**config.mk**
```make
export PLATFORM = sky130hd
export DESIGN_NAME = bit_field_reader_crc
export DESIGN_NICKNAME = d
export VERILOG_FILES = /design/src/rtl/bfr_pkg.sv /design/src/rtl/bit_field_reader_crc.sv /design/src/rtl/bfr_ram.sv
export SDC_FILE = /design/constraint.sdc
export NUM_CORES = 1
export LEC_CHECK = 0
export ABC_AREA = 1
export BUFFER_PORTS_ARGS = -buffer_cell sky130_fd_sc_hd__buf_2
export CORE_ASPECT_RATIO = 1.25
export CORE_MARGIN = 4
export CORE_UTILIZATION = 25
export CTS_CLUSTER_DIAMETER = 50
export DETAILED_ROUTE_END_ITERATION = 7
export GPL_TIMING_DRIVEN = 0
export SYNTH_ARGS = -nofsm -noshare
export SYNTH_HDL_FRONTEND = slang
export SYNTH_HIERARCHICAL = 1
export SYNTH_SLANG_ARGS = --single-unit
```
**constraint.sdc**
```tcl
create_clock -name clk_i -period 4.6 [get_ports clk_i]
set_input_delay 0.23 -clock clk_i [delete_from_list [all_inputs] [get_ports clk_i]]
set_output_delay 0.23 -clock clk_i [all_outputs]
set_load 0.05 [all_outputs]
```
**src/rtl/bfr_pkg.sv**
```systemverilog
// Shared types, codes and CRC byte-update functions for the bit-field reader.
package bfr_pkg;

  localparam logic [7:0]  CRC8_TAPS  = 8'h07;
  localparam logic [15:0] CRC16_TAPS = 16'h8005;

  typedef enum logic [1:0] {
    OP_PUSH      = 2'd0,
    OP_READ      = 2'd1,
    OP_ALIGN     = 2'd2,
    OP_CRC_RESET = 2'd3
  } bfr_op_e;

  typedef enum logic [1:0] {
    ST_OK        = 2'd0,
    ST_NEED_MORE = 2'd1,
    ST_FULL      = 2'd2
  } bfr_status_e;

  typedef enum logic [2:0] {
    S_IDLE,
    S_EXEC,
    S_FETCH,
    S_FEED,
    S_EXTRACT,
    S_FINISH
  } bfr_state_e;

  typedef struct packed {
    bfr_op_e     operation;
    logic [7:0]  byte_in;
    logic [5:0]  field_bits;
    logic        big_endian;
    logic        sign_extend;
  } bfr_in_t;

  typedef struct packed {
    logic [31:0] field_value;
    bfr_status_e status;
    logic [7:0]  crc8_value;
    logic [15:0] crc16_value;
    logic        crc8_zero;
    logic        crc16_zero;
    logic [5:0]  bits_held;
  } bfr_out_t;

  // MSB-first CRC-8 over one byte, no reflection
  function automatic logic [7:0] crc8_byte(input logic [7:0] crc, input logic [7:0] b);
    logic [7:0] c;
    c = crc ^ b;
    for (int i = 0; i < 8; i++) begin
      c = c[7] ? ({c[6:0], 1'b0} ^ CRC8_TAPS) : {c[6:0], 1'b0};
    end
    return c;
  endfunction

  // MSB-first CRC-16 over one byte, no reflection
  function automatic logic [15:0] crc16_byte(input logic [15:0] crc, input logic [7:0] b);
    logic [15:0] c;
    c = crc ^ {b, 8'h00};
    for (int i = 0; i < 8; i++) begin
      c = c[15] ? ({c[14:0], 1'b0} ^ CRC16_TAPS) : {c[14:0], 1'b0};
    end
    return c;
  endfunction

endpackage

```
**src/rtl/bit_field_reader_crc.sv**
```systemverilog
// Bit-field reader over a byte FIFO with running CRC-8 and CRC-16.
// Push, align, CRC reset, zero-bit or short read: EXEC, FINISH. Read from held bits: EXEC,
// EXTRACT, FINISH. Read drawing k bytes (1..4 at 32 bits): EXEC, FETCH (registered RAM read),
// then FEED takes one FIFO byte per cycle through the CRC/shift unit, then EXTRACT, FINISH.
// Next input transfer in the cycle after the result registers, even while that result waits.
// Reset clears bit buffer, FIFO pointers and both CRCs; FIFO data is not cleared.
module bit_field_reader_crc #(
  parameter int QUEUE_DEPTH    = 8,
  parameter int MAX_FIELD_BITS = 32
) (
  input  logic             clk_i,
  input  logic             rst_ni,
  input  logic             in_valid_i,
  output logic             in_stall_o,
  input  bfr_pkg::bfr_in_t in_data_i,
  output logic             out_valid_o,
  input  logic             out_stall_i,
  output bfr_pkg::bfr_out_t out_data_o
);

  localparam int STORE_W = MAX_FIELD_BITS + 8;
  localparam int CNT_W   = $clog2(STORE_W);
  localparam int N_W     = $clog2(MAX_FIELD_BITS + 1);
  localparam int IDX_W   = $clog2(QUEUE_DEPTH);
  localparam int FILL_W  = $clog2(QUEUE_DEPTH + 1);
  localparam int SUM_W   = $clog2(2 * QUEUE_DEPTH);
  localparam int CMP_W   = (CNT_W > FILL_W) ? CNT_W : FILL_W;

  bfr_pkg::bfr_state_e  state_q, state_d;
  bfr_pkg::bfr_op_e     op_q, op_d;
  logic [7:0]           byte_q, byte_d;
  logic [N_W-1:0]       n_q, n_d;
  logic                 big_q, big_d;
  logic                 sext_q, sext_d;
  logic [STORE_W-1:0]   store_q, store_d;
  logic [CNT_W-1:0]     bc_q, bc_d;
  logic [IDX_W-1:0]     head_q, head_d;
  logic [FILL_W-1:0]    fill_q, fill_d;
  logic [7:0]           crc8_q, crc8_d;
  logic [15:0]          crc16_q, crc16_d;
  logic [31:0]          res_value_q, res_value_d;
  bfr_pkg::bfr_status_e res_status_q, res_status_d;
  bfr_pkg::bfr_out_t    out_q, out_d;
  logic                 out_valid_q, out_valid_d;

  logic                 in_xfer;
  logic [SUM_W-1:0]     tail_sum;
  logic [IDX_W-1:0]     tail;
  logic [IDX_W-1:0]     head_inc;
  logic                 ram_we;
  logic [IDX_W-1:0]     ram_raddr;
  logic [7:0]           ram_rdata;
  logic [CNT_W-1:0]     need_diff;
  logic [CNT_W-1:0]     needed;
  logic [CNT_W-1:0]     bc_rem;
  logic [CNT_W-1:0]     bc_feed;
  logic [STORE_W-1:0]   mask_n;
  logic [STORE_W-1:0]   val_wide;
  logic [31:0]          value32;
  logic [31:0]          mask32;
  logic [4:0]           sign_idx;

  assign in_xfer    = in_valid_i && !in_stall_o;
  assign in_stall_o = (state_q != bfr_pkg::S_IDLE);

  // Write slot: head + fill, wrapped once
  assign tail_sum = SUM_W'(head_q) + SUM_W'(fill_q);
  assign tail     = (tail_sum >= SUM_W'(QUEUE_DEPTH)) ?
                    IDX_W'(tail_sum - SUM_W'(QUEUE_DEPTH)) : IDX_W'(tail_sum);
  assign head_inc = (head_q == IDX_W'(QUEUE_DEPTH - 1)) ? '0 : head_q + IDX_W'(1);

  // Prefetch the next byte while the current one is consumed
  assign ram_raddr = (state_q == bfr_pkg::S_FEED) ? head_inc : head_q;
  assign ram_we    = (state_q == bfr_pkg::S_EXEC) && (op_q == bfr_pkg::OP_PUSH) &&
                     (fill_q < FILL_W'(QUEUE_DEPTH));

  bfr_ram #(
    .WIDTH (8),
    .DEPTH (QUEUE_DEPTH)
  ) u_queue (
    .clk_i   (clk_i),
    .we_i    (ram_we),
    .waddr_i (tail),
    .wdata_i (byte_q),
    .raddr_i (ram_raddr),
    .rdata_o (ram_rdata)
  );

  assign need_diff = CNT_W'(n_q) - bc_q;
  assign needed    = (need_diff + CNT_W'(7)) >> 3;
  assign bc_rem    = bc_q - CNT_W'(n_q);
  assign bc_feed   = bc_q + CNT_W'(8);
  assign mask_n    = (STORE_W'(1) << n_q) - STORE_W'(1);
  assign val_wide  = big_q ? ((store_q >> bc_rem) & mask_n) : (store_q & mask_n);
  assign mask32    = (32'(1) << n_q) - 32'(1);
  assign sign_idx  = 5'(n_q - N_W'(1));

  always_comb begin
    value32 = 32'(val_wide);
    if (sext_q && value32[sign_idx]) begin
      value32 = value32 | ~mask32;
    end
  end

  always_comb begin
    state_d      = state_q;
    op_d         = op_q;
    byte_d       = byte_q;
    n_d          = n_q;
    big_d        = big_q;
    sext_d       = sext_q;
    store_d      = store_q;
    bc_d         = bc_q;
    head_d       = head_q;
    fill_d       = fill_q;
    crc8_d       = crc8_q;
    crc16_d      = crc16_q;
    res_value_d  = res_value_q;
    res_status_d = res_status_q;
    out_d        = out_q;
    out_valid_d  = out_valid_q;

    if (out_valid_q && !out_stall_i) begin
      out_valid_d = 1'b0;
    end

    case (state_q)
      bfr_pkg::S_IDLE: begin
        if (in_xfer) begin
          op_d   = in_data_i.operation;
          byte_d = in_data_i.byte_in;
          big_d  = in_data_i.big_endian;
          sext_d = in_data_i.sign_extend;
          n_d    = (in_data_i.field_bits > 6'(MAX_FIELD_BITS)) ?
                   N_W'(MAX_FIELD_BITS) : N_W'(in_data_i.field_bits);
          state_d = bfr_pkg::S_EXEC;
        end
      end
      bfr_pkg::S_EXEC: begin
        res_value_d  = '0;
        res_status_d = bfr_pkg::ST_OK;
        state_d      = bfr_pkg::S_FINISH;
        case (op_q)
          bfr_pkg::OP_PUSH: begin
            if (fill_q < FILL_W'(QUEUE_DEPTH)) begin
              fill_d = fill_q + FILL_W'(1);
            end else begin
              res_status_d = bfr_pkg::ST_FULL;
            end
          end
          bfr_pkg::OP_READ: begin
            if (n_q == '0) begin
              state_d = bfr_pkg::S_FINISH;
            end else if (CMP_W'(bc_q) >= CMP_W'(n_q)) begin
              state_d = bfr_pkg::S_EXTRACT;
            end else if (CMP_W'(fill_q) < CMP_W'(needed)) begin
              res_status_d = bfr_pkg::ST_NEED_MORE;
            end else begin
              state_d = bfr_pkg::S_FETCH;
            end
          end
          bfr_pkg::OP_ALIGN: begin
            store_d = '0;
            bc_d    = '0;
          end
          bfr_pkg::OP_CRC_RESET: begin
            crc8_d  = '0;
            crc16_d = '0;
          end
          default: begin
            state_d = bfr_pkg::S_FINISH;
          end
        endcase
      end
      bfr_pkg::S_FETCH: begin
        state_d = bfr_pkg::S_FEED;
      end
      bfr_pkg::S_FEED: begin
        // Consume one byte: CRC update, merge into the bit buffer, pop
        crc8_d  = bfr_pkg::crc8_byte(crc8_q, ram_rdata);
        crc16_d = bfr_pkg::crc16_byte(crc16_q, ram_rdata);
        if (big_q) begin
          store_d = (store_q << 8) | STORE_W'(ram_rdata);
        end else begin
          store_d = store_q | (STORE_W'(ram_rdata) << bc_q);
        end
        bc_d   = bc_feed;
        head_d = head_inc;
        fill_d = fill_q - FILL_W'(1);
        if (CMP_W'(bc_feed) >= CMP_W'(n_q)) begin
          state_d = bfr_pkg::S_EXTRACT;
        end
      end
      bfr_pkg::S_EXTRACT: begin
        res_value_d = value32;
        bc_d        = bc_rem;
        if (big_q) begin
          store_d = store_q & ((STORE_W'(1) << bc_rem) - STORE_W'(1));
        end else begin
          store_d = store_q >> n_q;
        end
        state_d = bfr_pkg::S_FINISH;
      end
      bfr_pkg::S_FINISH: begin
        // Hold until the output register is free
        if (!out_valid_q || !out_stall_i) begin
          out_d.field_value = res_value_q;
          out_d.status      = res_status_q;
          out_d.crc8_value  = crc8_q;
          out_d.crc16_value = crc16_q;
          out_d.crc8_zero   = (crc8_q == '0);
          out_d.crc16_zero  = (crc16_q == '0);
          out_d.bits_held   = 6'(bc_q);
          out_valid_d       = 1'b1;
          state_d           = bfr_pkg::S_IDLE;
        end
      end
      default: begin
        state_d = bfr_pkg::S_IDLE;
      end
    endcase
  end

  always_ff @(posedge clk_i or negedge rst_ni) begin
    if (!rst_ni) begin
      state_q     <= bfr_pkg::S_IDLE;
      store_q     <= '0;
      bc_q        <= '0;
      head_q      <= '0;
      fill_q      <= '0;
      crc8_q      <= '0;
      crc16_q     <= '0;
      out_valid_q <= 1'b0;
    end else begin
      state_q     <= state_d;
      store_q     <= store_d;
      bc_q        <= bc_d;
      head_q      <= head_d;
      fill_q      <= fill_d;
      crc8_q      <= crc8_d;
      crc16_q     <= crc16_d;
      out_valid_q <= out_valid_d;
    end
  end

  always_ff @(posedge clk_i) begin
    op_q         <= op_d;
    byte_q       <= byte_d;
    n_q          <= n_d;
    big_q        <= big_d;
    sext_q       <= sext_d;
    res_value_q  <= res_value_d;
    res_status_q <= res_status_d;
    out_q        <= out_d;
  end

  assign out_valid_o = out_valid_q;
  assign out_data_o  = out_q;

  a_fill_bound: assert property (@(posedge clk_i) disable iff (!rst_ni)
    fill_q <= FILL_W'(QUEUE_DEPTH))
    else $error("byte FIFO fill beyond depth");

  a_bits_bound: assert property (@(posedge clk_i) disable iff (!rst_ni)
    CMP_W'(bc_q) < CMP_W'(STORE_W))
    else $error("bit buffer count beyond buffer width");

  a_feed_has_byte: assert property (@(posedge clk_i) disable iff (!rst_ni)
    (state_q == bfr_pkg::S_FEED) |-> (fill_q != '0))
    else $error("byte drawn from an empty FIFO");

  a_busy_after_take: assert property (@(posedge clk_i) disable iff (!rst_ni)
    in_xfer |=> (in_stall_o && !$past(out_valid_q && out_stall_i) || in_stall_o))
    else $error("input taken without entering the sequencer");

endmodule

```
**src/rtl/bfr_ram.sv**
```systemverilog
// Generic single-write, single-read RAM with registered read data.
module bfr_ram #(
  parameter int WIDTH = 8,
  parameter int DEPTH = 8
) (
  input  logic                     clk_i,
  input  logic                     we_i,
  input  logic [$clog2(DEPTH)-1:0] waddr_i,
  input  logic [WIDTH-1:0]         wdata_i,
  input  logic [$clog2(DEPTH)-1:0] raddr_i,
  output logic [WIDTH-1:0]         rdata_o
);

  logic [WIDTH-1:0] mem_q [DEPTH];
  logic [WIDTH-1:0] rdata_q;

  always_ff @(posedge clk_i) begin
    if (we_i) begin
      mem_q[waddr_i] <= wdata_i;
    end
    rdata_q <= mem_q[raddr_i];
  end

  assign rdata_o = rdata_q;

endmodule

```
## Word level (Yosys, flattened, before mapping)

Memory sizes are Yosys's and may differ from the RTL's. A register that Yosys moved wholly into a read port is not among the register bits.
Cells that the tools add are included.

- Register bits after elaboration: 199
- Latch bits: 0
- Bits in writable memories: 64
- ROM bits: 0
- Bits of input ports: 22
- Output and inout port bits: 68
- Word-level logic and storage cells: 169
- Memories kept: 1

Memory list:

| memory | depth | width | rd ports | clocked after Yosys merged registers in | wr ports | RTL line | source |
|---|---|---|---|---|---|---|---|
| u_queue.mem_q | 8 | 8 | 1 | 1 | 1 | bfr_ram.sv:14 | `logic [WIDTH-1:0] mem_q [DEPTH];` |

- $add $sub $neg: 13
- Multiply operators: 0
- Div/mod/pow operators: 0
- Magnitude comparators: 7
- Equal/unequal tests: 16
- Shifts and indexed selects: 6
- Multiplexer cells: 55
- Bitwise operators: 25
- Reductions and logical operators: 24

Operators by type and width:

| kind | count |
|---|---|
| $mux 16 | 9 |
| $mux 40 | 3 |
| $pmux 40 s3 | 1 |
| $and 32x32->32 | 2 |
| $mux 32 | 2 |
| $pmux 32 s2 | 1 |
| $shl 1x6->32 const A | 2 |
| $sub 32x2->32 const B | 2 |
| $mux 3 | 18 |
| $not 3->3 | 16 |
| $and 40x40->40 | 1 |
| $or 40x40->40 | 1 |
| $or 40x8->40 | 1 |
| $shl 1x6->40 const A | 1 |
| $shl 8x6->40 | 1 |
| $shr 40x6->32 | 1 |
| $shr 40x6->40 | 1 |
| $sub 40x1->40 const B | 1 |
| $not 32->32 | 1 |
| $or 32x32->32 | 1 |
| $pmux 16 s2 | 1 |
| $pmux 3 s6 | 1 |
| $pmux 6 s3 | 1 |
| $logic_not 16->1 | 1 |
| other kinds (44) | 76 |

## Depth between registers and ports, before layout

Gate-level depths: netlist (run 1).

- Depth in word-level cells: 18
- Gate-level depth with buffers: 31
- Mapped depth without buffers: 25

## Cells and area by module

Netlist (run 1), hierarchy kept.

Modules (own cells, without submodules):

| module | instances | cells an instance | area each (um^2) | sequential area each (um^2) |
|---|---|---|---|---|
| bit_field_reader_crc | 1 | 2,696 | 17,870.9 | 5,570.3 |
| bfr_ram | 1 | 303 | 3,050.4 | 2,082.0 |

## Worst setup path after synthesis (run 1)

No wires, ideal clock.

- Path kind: flip-flop to flip-flop
- From: reg state_q[1]
- To: reg out_q (netlist bit out_data_o[0]) (enable)
- Setup time: 0.512 ns
- Arrival time: 3.898 ns
- Required time: 4.088 ns
- Slack: 0.189 ns
- Cell stages (with the launch flop): 4
- Path buffers: 0
- Period minus slack after synthesis: 4.411 ns
- Cells stage by stage: dfrtp_1 > nor3_1 > inv_1 > a21oi_1

- Cells in the longest elaborated chain, start to end: 2

Ends and longest elaborated chain:

| item | RTL line | source |
|---|---|---|
| start, declared | bit_field_reader_crc.sv:29 | `bfr_pkg::bfr_state_e state_q, state_d;` |
| start signal, assigned | bit_field_reader_crc.sv:226 | `state_q <= bfr_pkg::S_IDLE;` |
| start signal, assigned | bit_field_reader_crc.sv:235 | `state_q <= state_d;` |
| $eq 3x3->1 | bit_field_reader_crc.sv:127 | `case (state_q)` |
| $reduce_and 2->1 (no line) | n/a |  |
| end signal, assigned | bit_field_reader_crc.sv:254 | `out_q <= out_d;` |
| end, declared | bit_field_reader_crc.sv:43 | `bfr_pkg::bfr_out_t out_q, out_d;` |

No other way between the ends.
A chain may end at the register's enable or synchronous reset.

## Final worst setup path (run 1)

- From: reg n_q[0]
- To: reg res_value_q[5] (data pin)

- Cells in the longest elaborated chain, start to end: 9
- Elaborated cells between the ends (all ways): 17
- Those cells by class: add/sub: 4; shift: 3; mux: 5; bitwise: 4; reduce/logical: 1

Ends and longest elaborated chain:

| item | RTL line | source |
|---|---|---|
| start, declared | bit_field_reader_crc.sv:32 | `logic [N_W-1:0] n_q, n_d;` |
| start signal, assigned | bit_field_reader_crc.sv:249 | `n_q <= n_d;` |
| $sub 6x6->6 or $shl 1x6->32 (tied branches) | bit_field_reader_crc.sv:91, bit_field_reader_crc.sv:93, bit_field_reader_crc.sv:95 |  |
| $shr 40x6->32 or $sub 32x2->32 (tied branches) | bit_field_reader_crc.sv:94, bit_field_reader_crc.sv:93, bit_field_reader_crc.sv:95 |  |
| $and 32x32->32 | bit_field_reader_crc.sv:94 | `assign val_wide = big_q ? ((store_q >> bc_rem) & mask_n) : (store_q & mask_n);` |
| $mux 32 | bit_field_reader_crc.sv:94 |  |
| $bmux 1 s5 | bit_field_reader_crc.sv:100 | `if (sext_q && value32[sign_idx]) begin` |
| $mux 1 (not written as such) | bit_field_reader_crc.sv:100 |  |
| $logic_and 1x1->1 | bit_field_reader_crc.sv:100 |  |
| $mux 32 * | bit_field_reader_crc.sv:100 |  |
| $pmux 32 s2 * | bit_field_reader_crc.sv:127 |  |
| end signal, assigned | bit_field_reader_crc.sv:252 | `res_value_q <= res_value_d;` |
| end, declared | bit_field_reader_crc.sv:41 | `logic [31:0] res_value_q, res_value_d;` |

Mark *: on every way between the ends. The rest lies on a longest branch, timed or not. The select of a mux whose other input is x is not followed.

==> reports/summary.txt, run 1 <==
Gr usage total -> 20.8%
Final setup vio count -> 0
Total gr overflow -> 0
Pin count of the biggest net entering global routing -> 50
CTS clk-pin slew, worst paths -> 0.06 ns
Most common cell after layout, fill and taps aside -> nand2_1
Slew @ Worst Pin -> 1.23 ns
Commonest non-fill, non-tap cells in the layout -> nand2_1, nand3_1, inv_1
Cts bufs inserted -> 40
Mux cell area share after synthesis -> 0.813%
Starting DRT DRC Count -> 2,580
Main flop type after synthesis -> edfxtp_1
First-pass GRT wire length -> 139,000 um
Worst setup EP type -> flop
Worst path required time -> 5.01 ns
Finished layout cell area -> 24,600 sq um
Die width -> 267 um
Post-Synthesis Net Count -> 3,054
Clk root buf -> clkbuf_16
Startpoint types -> flop
Io pins -> 90
Final GP Congestion -> 1.08
Initial cell density of the core -> 25.2%
Final wirelength -> 95,500 um
Syn Area/Cell -> 6.98 sq um
Largest family of logic cells by synthesized area -> simple AND/OR/NAND/NOR gates
Final hold slack -> 0.0363 ns
Filler Cells Inserted -> 9,161
Net count, final -> 3,210
Max Freq -> 229 MHz
Rows -> 118
Post-Syn Area -> 20,900 sq um
Register area -> 7650 sq um
Cell Count Post-Placement -> 4,172
Post-Place Cell Area -> 22,800 sq um
Min Tclk post-route -> 4.37 ns
CP Max Fanout -> 10
Synth Area in XOR/XNOR -> 2.79%
Hpwl dp -> 74,100 um
Core box area -> 83,000 sq um
Fin. Hold Viols -> 0
RSZ-0062 raised after global routing -> false
Max Cap Violations -> 0
Post-synth ARST share -> 29.9%
Synth Area in Compound Gates -> 12.9%
Yosys warnings -> 6
CP Class -> reg -> reg
Die Y -> 331 um
Area Growth Syn to Fin -> 17.6%
Combined area of the multi-input logic cells -> 11,400 sq um
Adder-Cell Fraction of Synth Area -> 2.08%
Worst EP arrival -> 4.78 ns
Hold Crit Depth -> 3
Setup TNS -> 0 ns
Slew margin rel. -> 17.7%
DR pass1 iterations -> 6
Hold crit path type -> in -> reg
R2R depth -> 23
EDFF count, synth -> 182
CTS Sinks -> 271
H-tree Lvls -> 2
Final critical-path share of the clock period -> 95.0%
Cells after synthesis -> 2,999
Post-synthesis simple-gate area fraction -> 35.3%
Layout cells sized above 1 -> 11.6%
Yosys reg bits -> 271
Slew Limit Fails -> 0
Insertion delay to the later sink of the worst-skew pair -> 0.59 ns
Clk_skew -> 0.0273 ns
Die area -> 88,400 sq um
TritonCTS clock tree -> done
Netlist cell types -> 61
Initial antenna violation count -> 3
Vias in the first global route -> 21.2k
Via-to-Cell Ratio -> 5.25
Clk buf depth -> 3
Per-cell routed wire length -> 22.4 um
Status -> complete, no violations
Sequential-to-total area share from yosys stat -> 36.6%
Finished Layout Cells -> 4,267
Post-DRT Antenna Nets -> 0
DRC -> 0
Vias -> 22.4k
Port buffer count -> 89
==> worst paths after layout <==
check	endpoint	slack, ns	startpoint
max in group asynchronous	store_q[11]	3.74	rst_ni
hold reg to reg	out_data_o[55]	0.42	res_value_q[21]
min in group asynchronous	crc16_q[13]	0.18	rst_ni
hold / removal	n_q[1]	0.04	in_data_i[3]
setup reg to reg	res_value_q[5]	0.23	n_q[0]
setup / recovery	res_value_q[5]	0.23	n_q[0]
==> metal layers <==
metal	vias up	track usage, %	routed length (um)
met5	-	0	30
met4	4	15.4	8760
met3	385	4.80	7980
met2	1211	33.4	43100
met1	10385	24.3	35600
li1	10436	-	-
==> synthesized netlist by cell type, types with 15 or more instances <==
cell	instances	area, sq um
nand3_1	455	2280
ha_1	30	375
a21oi_1	81	405
o211ai_1	42	315
dfrtp_1	81	2030
buf_6	19	214
buf_2	43	215
o22ai_1	26	163
xnor2_1	24	210
edfxtp_1	182	5470
nand4_1	54	338
o221ai_1	22	193
nand2_1	885	3320
buf_1	27	101
a31oi_1	15	93.8
o21ai_1	19	95.1
nor2_1	207	777
o21ai_0	205	1030
buf_4	16	120
clkbuf_1	73	274
mux2i_1	17	170
inv_1	263	987
xor2_1	37	324
inv_2	15	56.3
nand2_2	18	113
nor3_1	16	80.1
==> state kept, by name, summed over array words and instances, names as in the netlist <==
signal           flops
u_queue/mem_q       64
bc_q                 6
byte_q               8
state_q              3
res_value_q         32
out_data_o          66
n_q                  6
sext_q               1
u_queue/rdata_o      8
crc8_q               8
out_valid_o          1
head_q               3
res_status_q         2
fill_q               4
big_q                1
crc16_q             16
op_q                 2
store_q             40
==> per-stage QoR <==
step / util (%) / worst slack [ns]
2_1_floorplan: - / 0.189
3_3_place_gp: 27.4 / -2.06
3_5_place_dp: 27.5 / -1.40
4_1_cts: 29.5 / 0.00130
5_1_grt: 29.7 / 0.00305
6_report: 29.7 / 0.230
==> final cells by class <==
| class | instances | share of cell area, % |
|---|---|---|
| Buffer | 174 | 3.86 |
| Clock buffer | 46 | 4.24 |
| Sequential cell | 271 | 31.1 |
| Timing Repair Buffer | 118 | 3.11 |
| Antenna cell | 1 | 0.0102 |
| Clock inverter | 27 | 1.48 |
| Tap cell | 1080 | 5.49 |
| Multi-Input combinational cell | 2265 | 46.3 |
| Inverter | 285 | 4.43 |
==> what timing repair did <==
action / CTS / global route
gates resized for setup: 24 / 44
hold endpoints to repair: 48 / 0
setup buffers: 5 / 3
hold buffers: 17 / 0
setup endpoints to repair: 74 / 50
pin swaps: 0 / 3
==> kinds of logic (layout without fill, tap and decap cells) <==
group / count (synthesis) / after routing
simple gates: 1693 / 1693
flops: 271 / 271
buf+inv: 463 / 650
other cells: 0 / 1
mux: 17 / 17
xor+xnor: 64 / 64
fa+ha+maj: 33 / 33
compound gates: 458 / 458
==> critical path, stage by stage (launching register included) <==
cell	delay, ns
edfxtp_1	0.46
buf_6	0.20
ha_1	0.19
inv_1	0.11
fa_2	0.49
buf_2	0.19
inv_2	0.13
buf_4	0.21
buf_6	0.18
nand3_1	0.12
nor2_4	0.15
nand3_1	0.18
a21oi_1	0.17
nand3_1	0.11
nand2_1	0.18
nand3_1	0.09
nand3_1	0.09
nand3_1	0.08
nand3_1	0.08
nand2_1	0.06
nand2_2	0.15
buf_6	0.17
nand4_1	0.13
a21oi_2	0.27
Power of run 1 is not shown: default switching activity piles up to over one toggle a cycle in this logic, so the estimate is an artifact.
==> run 2, diff against run 1 <==
Settings changed: ABC_AREA 1 to 0, CTS_CLUSTER_DIAMETER 50 to not set.
==> reports/summary.txt, run 2 <==
Status -> finished with violations
Failing checks -> hold timing, setup timing
Setup slack after layout -> -0.138 ns
Clk buf depth -> 3
Netlist cell types -> 107
Max Cap Violations -> 0
Min Tclk post-route -> 4.74 ns
Final critical-path share of the clock period -> 103%
EDFF count, synth -> 182
Pin count of the biggest net entering global routing -> 55
Main flop type after synthesis -> edfxtp_1
Yosys top cell by area -> edfxtp_1
Slew @ Worst Pin -> 1.43 ns
Finished Layout Cells -> 3,474
Per-cell routed wire length -> 29.1 um
First-pass GRT wire length -> 143,000 um
Hold crit path type -> in -> reg
Die area -> 85,700 sq um
Mux cell area share after synthesis -> 13.9%
Initial antenna violation count -> 0
Post-Synthesis Net Count -> 2,226
Layout cells sized above 1 -> 23.1%
Commonest non-fill, non-tap cells in the layout -> nand2_1, edfxtp_1, o21ai_0
Filler Cells Inserted -> 8,353
Insertion delay to the later sink of the worst-skew pair -> 0.61 ns
Net count, final -> 2,444
CTS clk-pin slew, worst paths -> 0.07 ns
Post-synth ARST share -> 29.9%
TritonCTS clock tree -> done
Post-Syn Area -> 20,300 sq um
Port buffer count -> 89
Total gr overflow -> 0
Sequential-to-total area share from yosys stat -> 37.8%
Gr usage total -> 22.5%
Final setup vio count -> 19
H-tree Lvls -> 1
Max Freq -> 211 MHz
Layout Utilization -> 31.7%
Core box area -> 80,300 sq um
R2R depth -> 16
Rows -> 116
Yosys reg bits -> 271
DR pass1 iterations -> 6
Slew Limit Fails -> 0
Vias -> 20.1k
Largest family of logic cells by synthesized area -> compound AO/OA/AOI/OAI gates
Post-DRT Antenna Nets -> 0
Die Y -> 326 um
Starting DRT DRC Count -> 2,463
Worst path required time -> 4.90 ns
Clk_skew -> 0.0160 ns
Hold Crit Depth -> 2
Synth Area in XOR/XNOR -> 3.42%
Post-synthesis simple-gate area fraction -> 16.5%
Initial cell density of the core -> 25.2%
Startpoint types -> flop
Clk root buf -> clkbuf_16
Cts bufs inserted -> 30
Cell Count Post-Placement -> 3,327
DRC -> 0
Final hold slack -> -0.0168 ns
Final GP Congestion -> 1.06
Post-synth top cells -> nand2_1, o21ai_0, edfxtp_1
Cells after synthesis -> 2,171
Register area -> 7650 sq um
Top-count cell post-synth -> nand2_1
Adder-Cell Fraction of Synth Area -> 2.20%
Io pins -> 90
Syn Area/Cell -> 9.33 sq um
Final wirelength -> 101,000 um
Synth Area in Compound Gates -> 20.9%
Via-to-Cell Ratio -> 5.80
Worst setup EP type -> flop
Combined area of the multi-input logic cells -> 12,600 sq um
Die width -> 263 um
RSZ-0062 raised after global routing -> true
CP Max Fanout -> 7
Slew margin rel. -> 4.27%
Fin. Hold Viols -> 2
CTS Sinks -> 271
Hpwl dp -> 75,600 um
Yosys top cell area share -> 27.0%
Worst EP arrival -> 5.04 ns
Yosys warnings -> 6
CP Class -> reg -> reg
Area Growth Syn to Fin -> 25.5%
Max reg flops -> 66
Most common cell after layout, fill and taps aside -> nand2_1
Vias in the first global route -> 19.4k
Synth area leaders -> edfxtp_1, dfrtp_1, mux4_2, nand2_1, o21ai_0
# diodes -> 0
## run 2: worst max-delay path, stage by stage (launching register included)
cell and delay (ns):
dfrtp_2 0.47, inv_4 0.13, ha_4 0.16, inv_1 0.06, fa_2 0.58, buf_8 0.14, mux4_2 0.63, mux4_2 0.58
a221oi_4 0.33, o221ai_2 0.17, o311a_1 0.21, a311oi_4 0.30, nor2_4 0.09, a21oi_4 0.19, buf_12 0.16, buf_12 0.13
a211oi_2 0.07
## run 2: routing by layer
metal	wire length, um	global-route usage (%)
met4	10800	17.9
met3	8920	4.38
met1	35900	26.3
met5	0	0
met2	45400	36.1
## run 2: what timing repair did
action | CTS | global route
gates resized for setup | 228 | 112
endpoints found under the hold margin | 56 | 0
endpoints found under the setup margin | 78 | 52
pin swaps | 46 | 37
buffers inserted | 50 | 32
hold buffers | 17 | 0
gates cloned | 3 | 1
## run 2: area by class of cell
cell class | count | share of cell area, %
plain buffers | 193 | 4.66
clock buffers | 36 | 3.04
clock inverters | 19 | 0.645
inverters | 45 | 0.792
multi-input cells | 1651 | 49.6
flip-flops and latches | 271 | 30.1
well taps | 1062 | 5.23
repair buffers | 197 | 5.97
## run 2: path summary, 6_finish.rpt
check | from | to | slack (ns)
worst max-delay path | bc_q[0] | res_value_q[20] | -0.14
worst min-delay path | in_data_i[5] | n_q[3] | -0.02
worst max register to register | bc_q[0] | res_value_q[20] | -0.14
worst min register to register | res_value_q[21] | out_data_o[55] | 0.42
max in group asynchronous | rst_ni | bc_q[0] | 3.77
min in group asynchronous | rst_ni | out_valid_o | 0.13
## run 2: kinds of logic (layout without fill, tap and decap cells)
group	after synthesis	in the layout
fa+ha+maj	34	34
simple gates	720	720
flops	271	271
mux	189	189
buf+inv	249	490
xor+xnor	76	76
compound gates	632	632
## run 2: per-stage QoR
step	area, sq um	setup TNS, ns	setup slack, ns	hold slack, ns
finish	25400	-1.67	-0.138	-0.0168
global route	25400	-1.82	-0.145	0.00801
detailed placement	22200	-110.32	-2.17	0.208
global placement	22100	-264.36	-2.59	0.404
floorplan	20300	0	0.00266	-0.0656
CTS	24800	-1.83	-0.104	0.0155
Power of run 2 is left out for the same reason.
